File: config.mk
export PLATFORM = sky130hd
export DESIGN_NAME = bfr_ctrl
export DESIGN_NICKNAME = d
export VERILOG_FILES = /design/src/rtl/bitstream_field_reader_defines.svh /design/src/rtl/bfr_pkg.sv /design/src/rtl/bfr_ctrl.sv
export SDC_FILE = /design/constraint.sdc
export NUM_CORES = 1
export LEC_CHECK = 0
export BUFFER_PORTS_ARGS = -buffer_cell sky130_fd_sc_hd__buf_2
export CORE_AREA = 2 2 39 41
export CTS_CLUSTER_SIZE = 16
export DETAILED_ROUTE_END_ITERATION = 10
export DIE_AREA = 0 0 41 43
export PLACE_DENSITY = 0.47
export SLEW_MARGIN = 20
export SYNTH_ARGS = -nofsm -noshare
export SYNTH_HDL_FRONTEND = slang
export SYNTH_SLANG_ARGS = --single-unit
export TNS_END_PERCENT = 100
File: constraint.sdc
create_clock -name clock -period 1.1 [get_ports clock]
set_input_delay 0.055 -clock clock [delete_from_list [all_inputs] [get_ports clock]]
set_output_delay 0.055 -clock clock [all_outputs]
set_load 0.05 [all_outputs]
File: src/rtl/bitstream_field_reader_defines.svh
// Assertion macros for the bitstream field reader.
// No dependencies.
`ifndef BITSTREAM_FIELD_READER_DEFINES_SVH
`define BITSTREAM_FIELD_READER_DEFINES_SVH
`ifndef SYNTH
`define BFR_ASSERT_IMP(label, clk, rst, a, c) \
   label: assert property (@(posedge clk) disable iff (rst) (a) |-> (c)) \
      else $error("assertion failed");
`define BFR_ASSERT_NEXT(label, clk, rst, a, c) \
   label: assert property (@(posedge clk) disable iff (rst) (a) |=> (c)) \
      else $error("assertion failed");
`else
`define BFR_ASSERT_IMP(label, clk, rst, a, c)
`define BFR_ASSERT_NEXT(label, clk, rst, a, c)
`endif
`endif

File: src/rtl/bfr_pkg.sv
// Shared types and constants for the bitstream field reader.
// No dependencies.
package bfr_pkg;
   localparam int BufBytes     = 4096;
   localparam int SaveSlots    = 8;
   localparam int MaxFieldBits = 64;

   localparam logic [2:0] FUNC_WRITE   = 3'd0;
   localparam logic [2:0] FUNC_START   = 3'd1;
   localparam logic [2:0] FUNC_GET     = 3'd2;
   localparam logic [2:0] FUNC_SKIP    = 3'd3;
   localparam logic [2:0] FUNC_TAIL    = 3'd4;
   localparam logic [2:0] FUNC_SAVE    = 3'd5;
   localparam logic [2:0] FUNC_RESTORE = 3'd6;

   typedef enum logic [2:0] {
      ST_IDLE, ST_EXEC, ST_READ, ST_FINISH, ST_DONE
   } state_type;

   typedef struct packed {
      logic load;      // capture request
      logic exec;      // simple operation / get check
      logic rd_issue;  // issue byte read
      logic rd_take;   // shift in byte read last cycle
      logic finish;    // align and commit get
      logic respond;
   } cmd_type;

   typedef struct packed {
      logic is_get;    // captured request is a successful nonzero get
      logic rd_last;   // issuing last byte read
   } status_type;
endpackage

File: src/rtl/bfr_ctrl.sv
// Controller state machine for the bitstream field reader.
// Depends on bfr_pkg.
module bfr_ctrl (
   input  logic                clock,
   input  logic                reset,
   input  logic                start,
   output logic                busy,
   input  bfr_pkg::status_type status,
   output bfr_pkg::cmd_type    cmd
);
   bfr_pkg::state_type state_ff, state_in;
   logic               take_ff, take_in;

   always_ff @(posedge clock) begin
      if (reset) begin
         state_ff <= bfr_pkg::ST_IDLE;
         take_ff  <= 1'b0;
      end else begin
         state_ff <= state_in;
         take_ff  <= take_in;
      end
   end

   always_comb begin
      state_in = state_ff;
      case (state_ff)
         bfr_pkg::ST_IDLE:   if (start) state_in = bfr_pkg::ST_EXEC;
         bfr_pkg::ST_EXEC:   state_in = status.is_get ? bfr_pkg::ST_READ : bfr_pkg::ST_DONE;
         bfr_pkg::ST_READ:   if (status.rd_last) state_in = bfr_pkg::ST_FINISH;
         bfr_pkg::ST_FINISH: state_in = bfr_pkg::ST_DONE;
         bfr_pkg::ST_DONE:   state_in = bfr_pkg::ST_IDLE;
         default:            state_in = bfr_pkg::ST_IDLE;
      endcase
   end

   always_comb begin
      cmd = '0;
      take_in = 1'b0;
      busy = (state_ff != bfr_pkg::ST_IDLE);
      case (state_ff)
         bfr_pkg::ST_IDLE: cmd.load = start;
         bfr_pkg::ST_EXEC: cmd.exec = 1'b1;
         bfr_pkg::ST_READ: begin
            cmd.rd_issue = 1'b1;
            cmd.rd_take  = take_ff;
            take_in      = 1'b1;
         end
         bfr_pkg::ST_FINISH: begin
            cmd.rd_take = 1'b1;
         end
         bfr_pkg::ST_DONE: begin
            cmd.finish  = 1'b1;
            cmd.respond = 1'b1;
         end
         default: ;
      endcase
   end
endmodule

# After elaboration in Yosys (flattened, before gate mapping)
# Index checks and enable logic that the tools add are counted.
# totals
ff_bits	4
latch_bits	0
ram_bits	0
romBits	0
input_bits	5
output_inout_bits	7
elab_cells	20
memories	0
# op_classes
n_addsub	0
n_mul	0
div	0
n_lt_le_gt_ge	0
eq_ne	6
n_shift	0
n_mux	9
bitwise	0
reduce_logical	3
# op_table
operator	count
$pmux W3 S4	1
$mux W3	3
$eq A3 B2 Y1 const B	2
$ne A2 B2 Y1 const B	2
$eq A3 B1 Y1 const B	1
$eq A3 B3 Y1 const B	1
$logic_not A3 Y1	1
$mux W1	3
$reduce_bool A3 Y1	1
$mux W2	1
$pmux W1 S2	1
$reduce_and A2 Y1	1

# Logic depth before layout (Yosys ltp)
# Gate-level depths: netlist (run 1).
# logic_depth
ltp_word	3
depth_mapped	3

# Worst setup path before layout (run 1)
# No wires, ideal clock.
# synth_timing
path_type	register to output
from	register state_ff[2]
to	output port cmd[1] (netlist name)
arrival_ns	2.021
slack_ns	-0.976
path_stages_with_launch	4
n_path_buf	2
cell_sequence	dfxtp_1 > buf_6 > nor3b_1 > buf_4
# synth_lines
element	line_no	source
start: declaration	bfr_ctrl.sv:11	bfr_pkg::state_type state_ff, state_in;
start signal: assignment	bfr_ctrl.sv:16	state_ff <= bfr_pkg::ST_IDLE;
start signal: assignment	bfr_ctrl.sv:19	state_ff <= state_in;
end: declaration	bfr_ctrl.sv:9	output bfr_pkg::cmd_type cmd

==> results.yml, run 1 <==
logic_synthesis:
  synth_warnings: 0
  syn_nets: 28
  synth_xor_area_frac: 0
  synth_cells: 23
  synth_adder_area_share: 0
  synthMuxAreaShare: 0.0442
  synthSimpleGateAreaFrac: 0.414
  synth_area_um2: 226
  synth_compound_area_frac: 0.0552
  yosysSeqAreaShare: 0.354
  ys_types: 16
  synth.avg_cell_area_um2: 9.85
  ys_seq_elements: 4
  synth_top_family_by_area: "simple AND/OR/NAND/NOR gates"
pwr:
  ir_drop_v: 0.000426
  p_leak_nw: 0.173
  power_uw: 510
  power_density_nw_per_um2: 1220
timing:
  max_freq_mhz: 819
  rsz0062_at_grt: "yes"
  tightest_slew_ns: 0.247
  hold_violations: 0
  slew_viol_final: 0
  fin_crit_ns: 1.22
  slew_headroom: 0.836
  finalCritPeriodShare: 1.11
  timing.final.ws_setup_ns: -0.121
  clock_skew_ns: 0.00267
  setup_violations: 7
placed_design:
  post-place-ws_ns: 0.0321
  hpwl_um: 381
  finalWeightedCongestion: 0.635
  port-buffer-count: 11
  place_inst: 52
floorplan:
  fp.coreArea_um2: 1380
  initial_core_util: 0.164
  dieArea_um2: 1760
  rows: 14
  fp.dieH_um: 43
  pin_count: 12
  die_x_um: 41
drt:
  wl_um: 513
  antenna_left: 0
  avgViaCountPerCell: 4.02
  drtIter0Drc: 0
  vias: 221
  wl_per_cell_um: 9.33
  drt_pass1_iterations: 1
  drc: 0
critical_path:
  cp_max_fo: 2
  crit_chain: "or3_4 > nor2_4 > buf_6"
  slowest_stage: "or3_4"
  end_kind: "primary output"
  worstPathRequired_ns: 1.04
  start_kind: "flip-flop"
  slowest_delay_ns: 0.39
  arrival_ns: 1.17
  worstSetupPathType: "flip-flop to primary output"
finish:
  layout-area-overhead-vs-synth_pct: 84.0
  final_nets: 46
  final_cells: 55
  drive_above_1_share: 0.718
  final_core_util: 0.301
  n_antenna_cell: 0
clock_tree:
  cts_tree: "built"
  clock_latency_ns: 0.23
  post-cts-setup-buffer-count: 0
  cts.clk_slew.worst_paths_ns: 0.04
  cts_root_buffer: "clkbuf_4"
  clk_path_buf_depth: 2
  cts_sinks: 4
  cts_buffers: 3
  htreeDepth: 1
global_routing:
  grtUsageTotal: 0.0863
  grt_pass1_wl_um: 924
  grt_antenna_before_repair: 0
  overflow: 0
  grt_pass1_vias: 234
  grt_max_degree: 8
run:
  maxCapViolCount: 0
status:
  violations: "negative setup slack"
  outcome: "finished, violations left"
min_path:
  hold_class: "primary input to flip-flop"
## registers in the layout (all words and copies together), names as in the netlist
name / flops
state_ff: 3
take_ff: 1
## cells by family (layout without fill, tap and decap cells)
kind of cell / after synthesis / count (layout)
AOI/OAI and AO/OA: 1 / 1
muxes: 1 / 1
buffers and inverters: 4 / 20
DFF: 4 / 4
and+or+nand+nor: 13 / 13
## critical path, delay by kind of cell (launching register included)
kind,cells,cell delay [ns]
simple gates,2,0.48
flops,1,0.30
buf+inv,1,0.15
## power breakdown
group	total, mW	internal, mW	switching [mW]
Combinational	0.171	0.0694	0.101
Sequential	0.157	0.153	0.00398
Clock	0.182	0.122	0.0600
Total	0.510	0.345	0.165
## layer usage
| metal | routed length [µm] | track usage | up-vias |
|---|---|---|---|
| met5 | 0 | 0 | - |
| met4 | 10 | 0.0800 | 0 |
| met3 | 34 | 0.0628 | 2 |
| met2 | 244 | 0.116 | 10 |
| met1 | 224 | 0.0804 | 99 |
| li1 | - | - | 110 |
## placed cells by master, fill, tap and decap left out
cell      count
a211oi_2      1
nor3b_2       1
nor2_4        1
nor2_1        1
nor3b_4       2
clkbuf_4      3
nor2b_1       1
mux2i_1       1
buf_2         5
nor3_1        1
nor2_2        1
dfxtp_2       1
nor4b_2       1
nand3b_1      1
or3_4         1
dfxtp_1       3
nand2b_1      1
buf_6         8
nor4_1        1
buf_4         3
inv_1         1
## synth_stat cells (all sizes together)
master,number,area share
nand3b,1,0.033
nor2,3,0.061
nor3,1,0.022
buf,3,0.12
nor3b,3,0.099
inv,1,0.017
nor4,1,0.028
nor4b,1,0.066
nor2b,1,0.028
dfxtp,4,0.35
mux2i,1,0.044
or3,1,0.050
a211oi,1,0.055
nand2b,1,0.028
## repair_timing
item                                    in CTS  in global routing
endpoints found under the setup margin       7                  7
resized for setup                           14                  2
cloned                                       0                  0
pin swaps                                    1                  1
hold buffers                                 0                  0
## path summary, 6_finish.rpt
kind                       startpoint                       end  slack [ns]  depth (start not counted)
max reg2reg  state_ff[0]$_SDFFE_PP0P_  state_ff[1]$_SDFFE_PP0P_        0.08                          4
min reg2reg  state_ff[2]$_SDFFE_PP0P_  state_ff[2]$_SDFFE_PP0P_        0.58                          2
max          state_ff[0]$_SDFFE_PP0P_                    cmd[5]       -0.12                          3
min                             reset  state_ff[2]$_SDFFE_PP0P_        0.05                          2
## metrics by stage
stage	TNS, ns	cell area [µm²]	hold slack (ns)
CTS	-0.626	410	0.0430
global route	-0.943	417	0.0416
global placement	0	340	0.288
finish	-0.504	417	0.0492
floorplan	-0.499	258	0.120
detailed placement	0	340	0.285
## area by class of cell
| class | count | area [µm²] |
|---|---|---|
| Inverter | 1 | 3.75 |
| Multi-Input combinational cell | 15 | 151 |
| Timing Repair Buffer | 16 | 138 |
| Tap cell | 16 | 20.0 |
| Sequential cell | 4 | 81.3 |
| Clock buffer | 3 | 22.5 |
| Fill cell | 149 | 967 |
(Power assumes the default switching activity.)
==> run 2: changes to the inputs <==
--- a/config.mk
+++ b/config.mk
@@ -6,11 +6,13 @@
 export NUM_CORES = 1
 export LEC_CHECK = 0
 export BUFFER_PORTS_ARGS = -buffer_cell sky130_fd_sc_hd__buf_2
+export CELL_PAD_IN_SITES_DETAIL_PLACEMENT = 0
+export CELL_PAD_IN_SITES_GLOBAL_PLACEMENT = 2
 export CORE_AREA = 2 2 39 41
 export CTS_CLUSTER_SIZE = 16
 export DETAILED_ROUTE_END_ITERATION = 10
 export DIE_AREA = 0 0 41 43
-export PLACE_DENSITY = 0.47
+export PLACE_DENSITY = 0.67
 export SLEW_MARGIN = 20
 export SYNTH_ARGS = -nofsm -noshare
 export SYNTH_HDL_FRONTEND = slang
==> run 2 against run 1 <==
Against the previous run:
- the flow still finishes with violations (negative setup slack)
- count of clock-buffer cells in the layout unchanged
- sequential share of layout area decreased by 0.23 points
- register-to-register slack improved by 0.11 ns
- maximum frequency decreased by 0.24%
- flip-flop and latch count unchanged
- global-route usage decreased by 0.32 points
- largest cell class unchanged
- largest power group unchanged
- highest routed layer is now met3
==> results.yml, run 2 (same netlist as run 1, synthesis figures left out) <==
clock_tree:
  cts_sinks: 4
  clock_latency_ns: 0.23
  cts_buffers: 3
  cts.clk_slew.worst_paths_ns: 0.04
  clk_path_buf_depth: 2
  htreeDepth: 1
  cts_root_buffer: "clkbuf_4"
  cts_tree: "built"
  hold_buffers: 0
pwr:
  p_comb_frac: 0.343
  p_leak_nw: 0.171
  internal-power_uw: 347
  ir_drop_v: 0.000614
  power_density_nw_per_um2: 1210
  netSwitchingPower_uw: 164
  pwr-share-clk: 0.349
  seq_power_share: 0.308
  switching_share: 0.321
timing:
  slew_viol_final: 0
  max_freq_mhz: 817
  fin_crit_ns: 1.22
  slew_headroom: 0.835
  clock_skew_ns: 0.00712
  rsz0062_at_grt: "yes"
  tightest_slew_ns: 0.250
  hold_violations: 0
  fin_tns_setup_ns: -0.533
  setup_violations: 7
  finalCritPeriodShare: 1.11
  timing.final.ws_setup_ns: -0.124
min_path:
  min_to: "state_ff[1]$_SDFFE_PP0P_"
  whs_path_depth: 2
  min_from: "reset"
  hold_class: "primary input to flip-flop"
placed_design:
  finalWeightedCongestion: 0.650
  place_inst: 51
  port-buffer-count: 11
  hpwl_um: 406
  post-place-ws_ns: 0.0320
finish:
  final_nets: 45
  final_cells: 54
  multi_input_area_um2: 164
  top_register: "state_ff"
  fillers: 149
  drive_above_1_share: 0.737
  reg_top3: "state_ff x3, take_ff x1"
  final_cell_mix: "buf_6 (6), buf_2 (5), clkbuf_4 (3), buf_4 (3), dfxtp_1 (3)"
  final_common_cell: "buf_6"
  n_antenna_cell: 0
  largest_reg_flops: 3
  layout-area-overhead-vs-synth_pct: 86.2
  ff_latch_area_um2: 81.3
floorplan:
  rows: 14
  dieArea_um2: 1760
  die_x_um: 41
  fp.dieH_um: 43
  initial_core_util: 0.164
  pin_count: 12
  fp.coreArea_um2: 1380
critical_path:
  r2r_start: "state_ff[1]$_SDFFE_PP0P_"
  worstPathRequired_ns: 1.04
  end_kind: "primary output"
  r2r.worst_path.cells: 3
  rr_endpoint: "state_ff[1]$_SDFFE_PP0P_"
  worstSetupPathType: "flip-flop to primary output"
  start_kind: "flip-flop"
  cp_max_fo: 2
  arrival_ns: 1.17
  reg2reg_slack_ns: 0.19
global_routing:
  overflow: 0
  grt_max_degree: 8
  grt_pass1_wl_um: 917
  grt_pass1_vias: 221
  grtUsageTotal: 0.0832
  grt_antenna_before_repair: 0
drt:
  antenna_left: 0
  drt_pass1_iterations: 1
  drc: 0
  vias: 215
  avgViaCountPerCell: 3.98
  wl_um: 517
  drtIter0Drc: 0
  wl_per_cell_um: 9.57
run:
  maxCapViolCount: 0
status:
  violations: "negative setup slack"
  outcome: "finished, violations left"
==> run 2: through the flow <==
step	area [µm²]	utilization	hold WS, ns	power (mW)
after floorplan	258	-	0.120	0.273
after global placement	333	0.241	0.280	0.303
after detailed placement	333	0.241	0.280	0.306
after CTS	414	0.299	0.0346	0.524
after global routing	422	0.305	0.0345	0.555
final	422	0.305	0.0451	0.510
==> run 2: what timing repair did <==
action                                 in CTS  in global routing
endpoints found under the hold margin       0                  0
setup endpoints to repair                   7                  7
setup buffers                               0                  0
gates resized for setup                    16                  2
pin swaps                                   1                  1
==> run 2: critical path, cell delays in order (launching register included) <==
cell and delay, ns:
dfxtp_1 0.30, or3_4 0.39, nor2_4 0.09, buf_6 0.16
==> run 2: power by group through the flow <==
stage                     Clock (mW)  Sequential, mW  Combinational [mW]
after global routing           0.212           0.158               0.185
after CTS                      0.194           0.156               0.174
final                          0.178           0.157               0.175
after global placement             0           0.159               0.145
after detailed placement           0           0.159               0.147
after floorplan                    0           0.165               0.108
==> run 2: how the worst max path moves through the flow <==
stage / from / end / cells past startpoint
2_1_floorplan: state_ff[2]$_SDFFE_PP0P_ / cmd[1] / 3
3_3_place_gp: state_ff[0]$_SDFFE_PP0P_ / cmd[5] / 3
3_5_place_dp: state_ff[0]$_SDFFE_PP0P_ / cmd[5] / 3
4_1_cts: state_ff[0]$_SDFFE_PP0P_ / cmd[5] / 3
5_1_grt: state_ff[0]$_SDFFE_PP0P_ / cmd[5] / 3
6_report: state_ff[0]$_SDFFE_PP0P_ / cmd[5] / 3
==> run 2: routing by layer <==
layer	vias up	global-route usage	wire, µm
li1	112	-	-
met1	95	0.0863	195
met2	8	0.119	286
met3	0	0.0471	35
met4	0	0.0600	0
met5	-	0	0
==> run 2: area by class of cell <==
class	count	area share
multi-input combinational	15	0.389
clock buffer	3	0.0534
tap	16	0.0475
timing repair buffer	15	0.309
sequential	4	0.193
inverter	1	0.00890
